**src/design/rtti_pkg.sv**
```systemverilog
`timescale 1ns / 1ps

package rtti_pkg;

    localparam int RESULT_BITS_DEF = 32;
    localparam int CHAR_W          = 8;
    localparam int RADIX_W         = 6;
    localparam int STATUS_W        = 3;
    localparam int CFG_ADDR_W      = 1;

    localparam logic [CFG_ADDR_W-1:0] REG_FIXED_RADIX = 1'd0;
    localparam logic [CFG_ADDR_W-1:0] REG_AUTO_BASE   = 1'd1;

    localparam logic [STATUS_W-1:0] ST_OK       = 3'd0;
    localparam logic [STATUS_W-1:0] ST_EMPTY    = 3'd1;
    localparam logic [STATUS_W-1:0] ST_SIGN     = 3'd2;
    localparam logic [STATUS_W-1:0] ST_BADDIGIT = 3'd3;
    localparam logic [STATUS_W-1:0] ST_OVERFLOW = 3'd4;
    localparam logic [STATUS_W-1:0] ST_PREFIX   = 3'd5;

    localparam logic [CHAR_W-1:0] CH_MINUS = 8'h2D;
    localparam logic [CHAR_W-1:0] CH_ZERO  = 8'h30;
    localparam logic [CHAR_W-1:0] CH_NINE  = 8'h39;
    localparam logic [CHAR_W-1:0] CH_LO_A  = 8'h61;
    localparam logic [CHAR_W-1:0] CH_LO_X  = 8'h78;
    localparam logic [CHAR_W-1:0] CH_LO_Z  = 8'h7A;
    localparam logic [CHAR_W-1:0] CH_UP_A  = 8'h41;
    localparam logic [CHAR_W-1:0] CH_UP_X  = 8'h58;
    localparam logic [CHAR_W-1:0] CH_UP_Z  = 8'h5A;
    localparam logic [CHAR_W-1:0] CH_HASH  = 8'h23;

    localparam logic [RADIX_W-1:0] BASE_MIN = 6'd2;
    localparam logic [RADIX_W-1:0] BASE_MAX = 6'd36;
    localparam logic [RADIX_W-1:0] BASE_DEC = 6'd10;
    localparam logic [RADIX_W-1:0] BASE_OCT = 6'd8;
    localparam logic [RADIX_W-1:0] BASE_HEX = 6'd16;
    localparam logic [RADIX_W-1:0] DIGIT_BAD = 6'd63;

    typedef struct packed {
        logic bad_digit;
        logic overflow;
    } rtti_step_t;

    function automatic logic [RADIX_W-1:0] digit_value(input logic [CHAR_W-1:0] c);
        logic [CHAR_W-1:0] d;
        d = '0;
        if (c >= CH_ZERO && c <= CH_NINE) begin
            d = c - CH_ZERO;
        end else if (c >= CH_LO_A && c <= CH_LO_Z) begin
            d = c - CH_LO_A + 8'd10;
        end else if (c >= CH_UP_A && c <= CH_UP_Z) begin
            d = c - CH_UP_A + 8'd10;
        end else begin
            d = {2'b00, DIGIT_BAD};
        end
        return d[RADIX_W-1:0];
    endfunction

endpackage

```
**src/design/rtti_digit_step.sv**
```systemverilog
`timescale 1ns / 1ps

module rtti_digit_step #(
    parameter int RESULT_BITS = rtti_pkg::RESULT_BITS_DEF
) (
    input  logic [RESULT_BITS-1:0]      acc,
    input  logic [rtti_pkg::RADIX_W-1:0] base,
    input  logic [rtti_pkg::CHAR_W-1:0]  character,
    output logic [RESULT_BITS-1:0]      acc_next,
    output rtti_pkg::rtti_step_t        flags
);
    import rtti_pkg::*;

    localparam int PROD_W = RESULT_BITS + RADIX_W;
    localparam logic [PROD_W-1:0] LIMIT = PROD_W'(1) << (RESULT_BITS - 1);

    logic [RADIX_W-1:0] digit;
    logic [PROD_W-1:0]  product;
    logic [PROD_W-1:0]  sum;

    always_comb begin
        digit    = digit_value(character);
        product  = PROD_W'(acc) * PROD_W'(base);
        sum      = product + PROD_W'(digit);
        acc_next = sum[RESULT_BITS-1:0];
        flags.bad_digit = (digit >= base);
        flags.overflow  = !flags.bad_digit && (sum > LIMIT);
    end

endmodule

```
**src/design/radix_text_to_integer.sv**
```systemverilog
`timescale 1ns / 1ps

// Streaming text-to-integer parser. Each input beat carries one ASCII character
// (tuser high) and tlast closes the string; the closing beat produces one
// result beat with the signed value and a status (0 ok, 1 empty, 2 sign only,
// 3 bad digit, 4 overflow, 5 prefix without digits; the value is zero unless
// the status is ok). One beat is accepted every cycle: each character passes
// through a single multiply-add digit step into the state registers, and the
// result sits in an output register. Input stalls only while that register
// holds a result that m_tready has not yet taken.
// The result is registered and shown in the cycle after its closing beat. fixed_radix and
// auto_base are sampled on the first character of a string.
module radix_text_to_integer #(
    parameter int RESULT_BITS = rtti_pkg::RESULT_BITS_DEF
) (
    input  logic                            aclk,
    input  logic                            aresetn,
    input  logic                            cfg_wr_en,
    input  logic [rtti_pkg::CFG_ADDR_W-1:0] cfg_addr,
    input  logic [rtti_pkg::RADIX_W-1:0]    cfg_wdata,
    input  logic                            s_tvalid,
    output logic                            s_tready,
    input  logic [7:0]                      s_tdata,   // [7:0] character
    input  logic                            s_tuser,   // has_char
    input  logic                            s_tlast,   // last
    output logic                            m_tvalid,
    input  logic                            m_tready,
    // number, then status
    output logic [((RESULT_BITS+rtti_pkg::STATUS_W+7)/8)*8-1:0] m_tdata
);
    import rtti_pkg::*;

    localparam int DATA_W = ((RESULT_BITS + STATUS_W + 7) / 8) * 8;

    localparam logic [2:0] PH_START      = 3'd0;
    localparam logic [2:0] PH_SIGN_FIXED = 3'd1;
    localparam logic [2:0] PH_SIGN_AUTO  = 3'd2;
    localparam logic [2:0] PH_ZERO       = 3'd3;
    localparam logic [2:0] PH_PREFIX     = 3'd4;
    localparam logic [2:0] PH_DIGITS     = 3'd5;
    localparam logic [2:0] PH_ERROR      = 3'd6;

    logic [RADIX_W-1:0]     fixed_radix_reg;
    logic                   auto_base_reg;

    logic [2:0]             phase_reg, phase_next;
    logic                   neg_reg, neg_next;
    logic [RESULT_BITS-1:0] acc_reg, acc_next;
    logic [RADIX_W-1:0]     base_reg, base_next;
    logic [STATUS_W-1:0]    err_reg, err_next;

    logic                   out_valid_reg, out_valid_next;
    logic [RESULT_BITS-1:0] out_num_reg, out_num_next;
    logic [STATUS_W-1:0]    out_status_reg, out_status_next;

    logic [RADIX_W-1:0]     clamped_radix;
    logic [RADIX_W-1:0]     base_eff;
    logic [RESULT_BITS-1:0] step_acc;
    rtti_step_t             step_flags;
    logic                   take;
    logic                   use_digit;
    logic [CHAR_W-1:0]      ch;
    logic [STATUS_W-1:0]    status;

    assign ch       = s_tdata[CHAR_W-1:0];
    assign s_tready = !out_valid_reg || m_tready;
    assign take     = s_tvalid && s_tready;
    assign m_tvalid = out_valid_reg;
    assign m_tdata  = DATA_W'({out_status_reg, out_num_reg});

    always_comb begin
        clamped_radix = fixed_radix_reg;
        if (fixed_radix_reg < BASE_MIN) begin
            clamped_radix = BASE_MIN;
        end else if (fixed_radix_reg > BASE_MAX) begin
            clamped_radix = BASE_MAX;
        end
    end

    // pick the base the digit step sees this cycle, and whether this character is a digit
    always_comb begin
        base_eff  = base_reg;
        use_digit = 1'b0;
        unique case (phase_reg)
            PH_START: begin
                if (auto_base_reg) begin
                    base_eff  = BASE_DEC;
                    use_digit = (ch != CH_MINUS) && (ch != CH_ZERO) && (ch != CH_HASH);
                end else begin
                    base_eff  = clamped_radix;
                    use_digit = (ch != CH_MINUS);
                end
            end
            PH_SIGN_AUTO: begin
                base_eff  = BASE_DEC;
                use_digit = (ch != CH_ZERO) && (ch != CH_HASH);
            end
            PH_ZERO: begin
                base_eff  = BASE_OCT;
                use_digit = (ch != CH_LO_X) && (ch != CH_UP_X);
            end
            PH_SIGN_FIXED, PH_PREFIX, PH_DIGITS: begin
                use_digit = 1'b1;
            end
            default: begin
                use_digit = 1'b0;
            end
        endcase
    end

    rtti_digit_step #(
        .RESULT_BITS(RESULT_BITS)
    ) u_step (
        .acc      (acc_reg),
        .base     (base_eff),
        .character(ch),
        .acc_next (step_acc),
        .flags    (step_flags)
    );

    always_comb begin
        phase_next      = phase_reg;
        neg_next        = neg_reg;
        acc_next        = acc_reg;
        base_next       = base_reg;
        err_next        = err_reg;
        out_valid_next  = out_valid_reg && !m_tready;
        out_num_next    = out_num_reg;
        out_status_next = out_status_reg;
        status          = ST_OK;

        if (take && s_tuser) begin
            if (use_digit) begin
                base_next = base_eff;
                if (step_flags.bad_digit) begin
                    err_next   = ST_BADDIGIT;
                    phase_next = PH_ERROR;
                end else if (step_flags.overflow) begin
                    err_next   = ST_OVERFLOW;
                    phase_next = PH_ERROR;
                end else begin
                    acc_next   = step_acc;
                    phase_next = PH_DIGITS;
                end
            end else begin
                unique case (phase_reg)
                    PH_START: begin
                        if (!auto_base_reg) begin
                            base_next = clamped_radix;
                        end
                        if (ch == CH_MINUS) begin
                            neg_next   = 1'b1;
                            phase_next = auto_base_reg ? PH_SIGN_AUTO : PH_SIGN_FIXED;
                        end else if (ch == CH_ZERO) begin
                            phase_next = PH_ZERO;
                        end else begin
                            base_next  = BASE_HEX;
                            phase_next = PH_PREFIX;
                        end
                    end
                    PH_SIGN_AUTO: begin
                        if (ch == CH_ZERO) begin
                            phase_next = PH_ZERO;
                        end else begin
                            base_next  = BASE_HEX;
                            phase_next = PH_PREFIX;
                        end
                    end
                    PH_ZERO: begin
                        base_next  = BASE_HEX;
                        phase_next = PH_PREFIX;
                    end
                    default: begin
                        phase_next = phase_reg;
                    end
                endcase
            end
        end

        if (take && s_tlast) begin
            unique case (phase_next)
                PH_START:                    status = ST_EMPTY;
                PH_SIGN_FIXED, PH_SIGN_AUTO: status = ST_SIGN;
                PH_ZERO:                     status = ST_OK;
                PH_PREFIX:                   status = ST_PREFIX;
                PH_DIGITS:                   status = (!neg_next && acc_next[RESULT_BITS-1])
                                                      ? ST_OVERFLOW : ST_OK;
                default:                     status = err_next;
            endcase
            out_valid_next  = 1'b1;
            out_status_next = status;
            out_num_next    = '0;
            if (status == ST_OK && phase_next == PH_DIGITS) begin
                out_num_next = neg_next ? (~acc_next + 1'b1) : acc_next;
            end
            phase_next = PH_START;
            neg_next   = 1'b0;
            acc_next   = '0;
            base_next  = BASE_DEC;
            err_next   = ST_OK;
        end
    end

    always_ff @(posedge aclk) begin
        if (!aresetn) begin
            fixed_radix_reg <= BASE_DEC;
            auto_base_reg   <= 1'b0;
            phase_reg       <= PH_START;
            neg_reg         <= 1'b0;
            acc_reg         <= '0;
            base_reg        <= BASE_DEC;
            err_reg         <= ST_OK;
            out_valid_reg   <= 1'b0;
        end else begin
            if (cfg_wr_en) begin
                unique case (cfg_addr)
                    REG_FIXED_RADIX: fixed_radix_reg <= cfg_wdata;
                    REG_AUTO_BASE:   auto_base_reg   <= cfg_wdata[0];
                    default:         fixed_radix_reg <= fixed_radix_reg;
                endcase
            end
            phase_reg     <= phase_next;
            neg_reg       <= neg_next;
            acc_reg       <= acc_next;
            base_reg      <= base_next;
            err_reg       <= err_next;
            out_valid_reg <= out_valid_next;
        end
    end

    always_ff @(posedge aclk) begin
        out_num_reg    <= out_num_next;
        out_status_reg <= out_status_next;
    end

endmodule
```
**config.mk**
```make
export PLATFORM = sky130hd
export DESIGN_NAME = radix_text_to_integer
export DESIGN_NICKNAME = d
export VERILOG_FILES = /design/src/design/rtti_pkg.sv /design/src/design/rtti_digit_step.sv /design/src/design/radix_text_to_integer.sv
export SDC_FILE = /design/constraint.sdc
export NUM_CORES = 1
export LEC_CHECK = 0
export ABC_AREA = 0
export BUFFER_PORTS_ARGS = -buffer_cell sky130_fd_sc_hd__clkbuf_2
export CORE_MARGIN = 1.5
export CORE_UTILIZATION = 45
export CTS_BUF_LIST = sky130_fd_sc_hd__clkbuf_16
export DETAILED_ROUTE_END_ITERATION = 10
export PLACE_DENSITY = 0.66
export SLEW_MARGIN = 20
export SYNTH_ARGS = -nofsm -noshare
export SYNTH_HDL_FRONTEND = slang
export SYNTH_SLANG_ARGS = --single-unit
```
**constraint.sdc**
```tcl
create_clock -name aclk -period 8.62 [get_ports aclk]
set_input_delay 1.724 -clock aclk [delete_from_list [all_inputs] [get_ports aclk]]
set_output_delay 1.724 -clock aclk [all_outputs]
set_load 0.05 [all_outputs]
```
==> results by group <==
Placement
  – Post-Place Setup Slack: -0.549 ns
  – Placed inst area: around 15,000 um2
  – Placed Instances: ~2.1k
  – GP Congestion: 0.974
  – Dpl hpwl: 31,900 um
  – IO Port Bufs: 58

Floorplan
  – Full die area: between 20,000 and 30,000 um2
  – Core Rows: a little over 60
  – Die X: between 150 and 200 um
  – Initial Util: 45.8%
  – Die Span Y: ~170 um
  – I/O pins: 64
  – Core Region: 27,800 um2

Power and ir drop
  – Power Density: about 79 nW/um2
  – P_leak: roughly 7.5 nW
  – Peak VDD IR: roughly 0.084 mV

Synthesis
  – Post-synth EDFFs: 35
  – Synth Warn #: 0
  – Synth unique cells: just under 90
  – Synthesized area: 12,700 um2
  – Synth area leaders: fa_1, ha_1, and2_1
  – Area leader, netlist: fa_1
  – Post-Syn Area per Cell: about 8.5 um2
  – Post-synthesis cell count: 1,494
  – #FFs+latches synth: between 80 and 90
  – Yosys top cell area share: about a fifth
  – Register area share after synthesis: 16.6%
  – Main synth FF type: dfxtp_1
  – Post-synth ARST share: 0%

Timing
  – Min cycle time layout: 8.71 ns
  – Measured slew at the worst slew-check pin: approximately 1.0 ns
  – Relative slew slack: between 30% and 40%
  – Fmax: between 0.1 and 0.15 GHz
  – Final slew viol count: 0
  – Final setup viols: 3
  – Setup WS post-layout: -0.0907 ns
  – Final Hold Viols: 0
  – Setup TNS Final: -0.117 ns
  – Setup repair after global routing missed its margin: true
  – Clock Skew: roughly 0.015 ns
  – Final Cycle Share: 101%

Worst setup path
  – Crit Path Category: reg2reg
  – Crit-path most repeated cell: fa_1
  – Crit path max fanout: 12
  – Cell count along the critical path: 32
  – Slowest-stage cell, CP: or4_4
  – Crit-path leading delay family: simple AND/OR/NAND/NOR gates
  – CP arrival: approximately 9 ns
  – CP bufs+invs: 3
  – FF-to-FF path depth: 32
  – Req. time, crit path: a little under 9 ns
  – CP Capture Type: flop
  – CP startpoint kind: flop
  – Worst path max stage delay: 0.55 ns

Clock tree
  – Number of buffers created by CTS: 9
  – Clk slew on worst S/H paths: around 0.080 ns
  – Clk_lat worst skew: 0.36 ns
  – Root cell of the clock tree: clkbuf_16
  – Clk sinks: approximately 90
  – CTS tree: done
  – # hold bufs at CTS: 0
  – Longest Clk Path Bufs: 2
  – H-tree Lvls: 3

Cells and area
  – Commonest non-fill, non-tap cell in the layout: buf_4
  – Final Cell Area: about 16,000 um2
  – Area Growth Syn to Fin: 25.3%
  – Util after Layout: between 50% and 60%
  – Total Nets Final: around 2k
  – Layout cells sized above 1: a little over a quarter
  – Antenna cell count: 0
  – Filler cells: around 2.5k
  – Post-Layout Cell Count: around 2.1k
  – Most frequent cells in the layout: buf_4, and2_1, nor2_1, fa_1, nand2_1

Detailed routing
  – Starting DRT DRC Count: roughly 900
  – Drt pass-1 iters: 5
  – DRC viols: 0
  – DRT Wirelength: roughly 40,000 um
  – Drt via density: between 5 and 6
  – Via Count: around 12k
  – Wire length per cell: 19.1 um
  – Antenna Nets Post-Route: 0

Hold path
  – Hold Path Class: reg2reg
  – Cells on Worst Hold Path: 2

Flow run
  – Max_cap viols: 0

Status
  – Violated checks: negative setup slack
  – Status: complete, but fails checks

GRT
  – Initial antenna violation count: 0
  – Vias in the first global route: 11.9k
  – Pin count of the biggest net entering global routing: 44
  – Gr ovfl total: 0
  – First-pass GRT wire length: 63,400 um
  – Total GRT Usage: roughly 28%
-- worst register-to-register path: cells and delay by family (launching register included) --
kind	cells	cell delay [ns]
buffers and inverters	3	0.52
DFF	1	0.36
AOI/OAI and AO/OA	7	1.56
muxes	3	0.87
adders and majority gates	6	2.34
and+or+nand+nor	12	2.65
xor gates and xnor gates	1	0.16
-- synthesized netlist by cell type (15+ instances only) --
cell type	count
nand3_1	21
o21ai_1	16
ha_1	98
dfxtp_1	53
o21ai_0	45
nor2b_1	15
mux2i_1	38
fa_1	124
xnor2_1	40
and2_1	182
xor2_1	22
clkbuf_1	57
a211oi_1	25
nand2_1	123
a21oi_1	76
a21o_1	19
inv_1	59
edfxtp_1	35
nor3_1	52
nor2_1	147
-- per-layer routing --
layer | global-route usage [%] | vias up | routed length, um
met2 | 48.8 | 418 | 20200
li1 | - | 5635 | -
met1 | 36.3 | 6001 | 16600
met5 | 0 | - | 0
met4 | 8.12 | 0 | 1260
met3 | 1.76 | 89 | 2050
-- area by class of cell --
type	count	area (um2)	area share, %
repair buffers	298	2180	13.7
inverters	59	221	1.39
flip-flops and latches	88	2110	13.3
well taps	378	473	2.97
clock buffers	9	225	1.41
multi-input cells	1262	10600	66.8
clock inverters	7	83.8	0.526
-- report_power, final --
part,switching (W),internal [W],total [W]
combinational,0.000231,0.000161,0.000392
clock,0.000205,0.000209,0.000414
sequential,0.00000794,0.000443,0.000451
total,0.000443,0.000814,0.00126
-- cells by family (layout without fill, tap and decap cells) --
group	count (synthesis)	after routing	synth area share [%]
xor+xnor	62	62	4.27
compound gates	284	284	14.8
other cells	1	5	0.0295
buf+inv	148	373	4.97
fa+ha+maj	223	223	29.2
flops	88	88	16.6
simple gates	641	641	26.3
mux	47	47	3.82
-- path summary, 6_finish.rpt --
check | start | to | slack, ns
worst max-delay path | fixed_radix_reg[3] | out_num_reg[26] | -0.09
worst max register to register | fixed_radix_reg[3] | out_num_reg[26] | -0.09
worst min-delay path | err_reg[0] | err_reg[0] | 0.51
worst min register to register | err_reg[0] | err_reg[0] | 0.51
-- what timing repair did --
action / CTS / global route
gates cloned: 0 / 1
gates resized for setup: 23 / 97
pin swaps: 8 / 33
buffers inserted: 4 / 10
setup endpoints to repair: 11 / 12
-- stage by stage --
step           total power [W]  hold slack (ns)
2_1_floorplan         0.000676            0.461
3_3_place_gp          0.000812            0.474
3_5_place_dp          0.000816            0.487
4_1_cts                0.00123            0.507
5_1_grt                0.00130            0.530
6_report               0.00126            0.507
No activity file was read; power rests on OpenSTA's default activity.
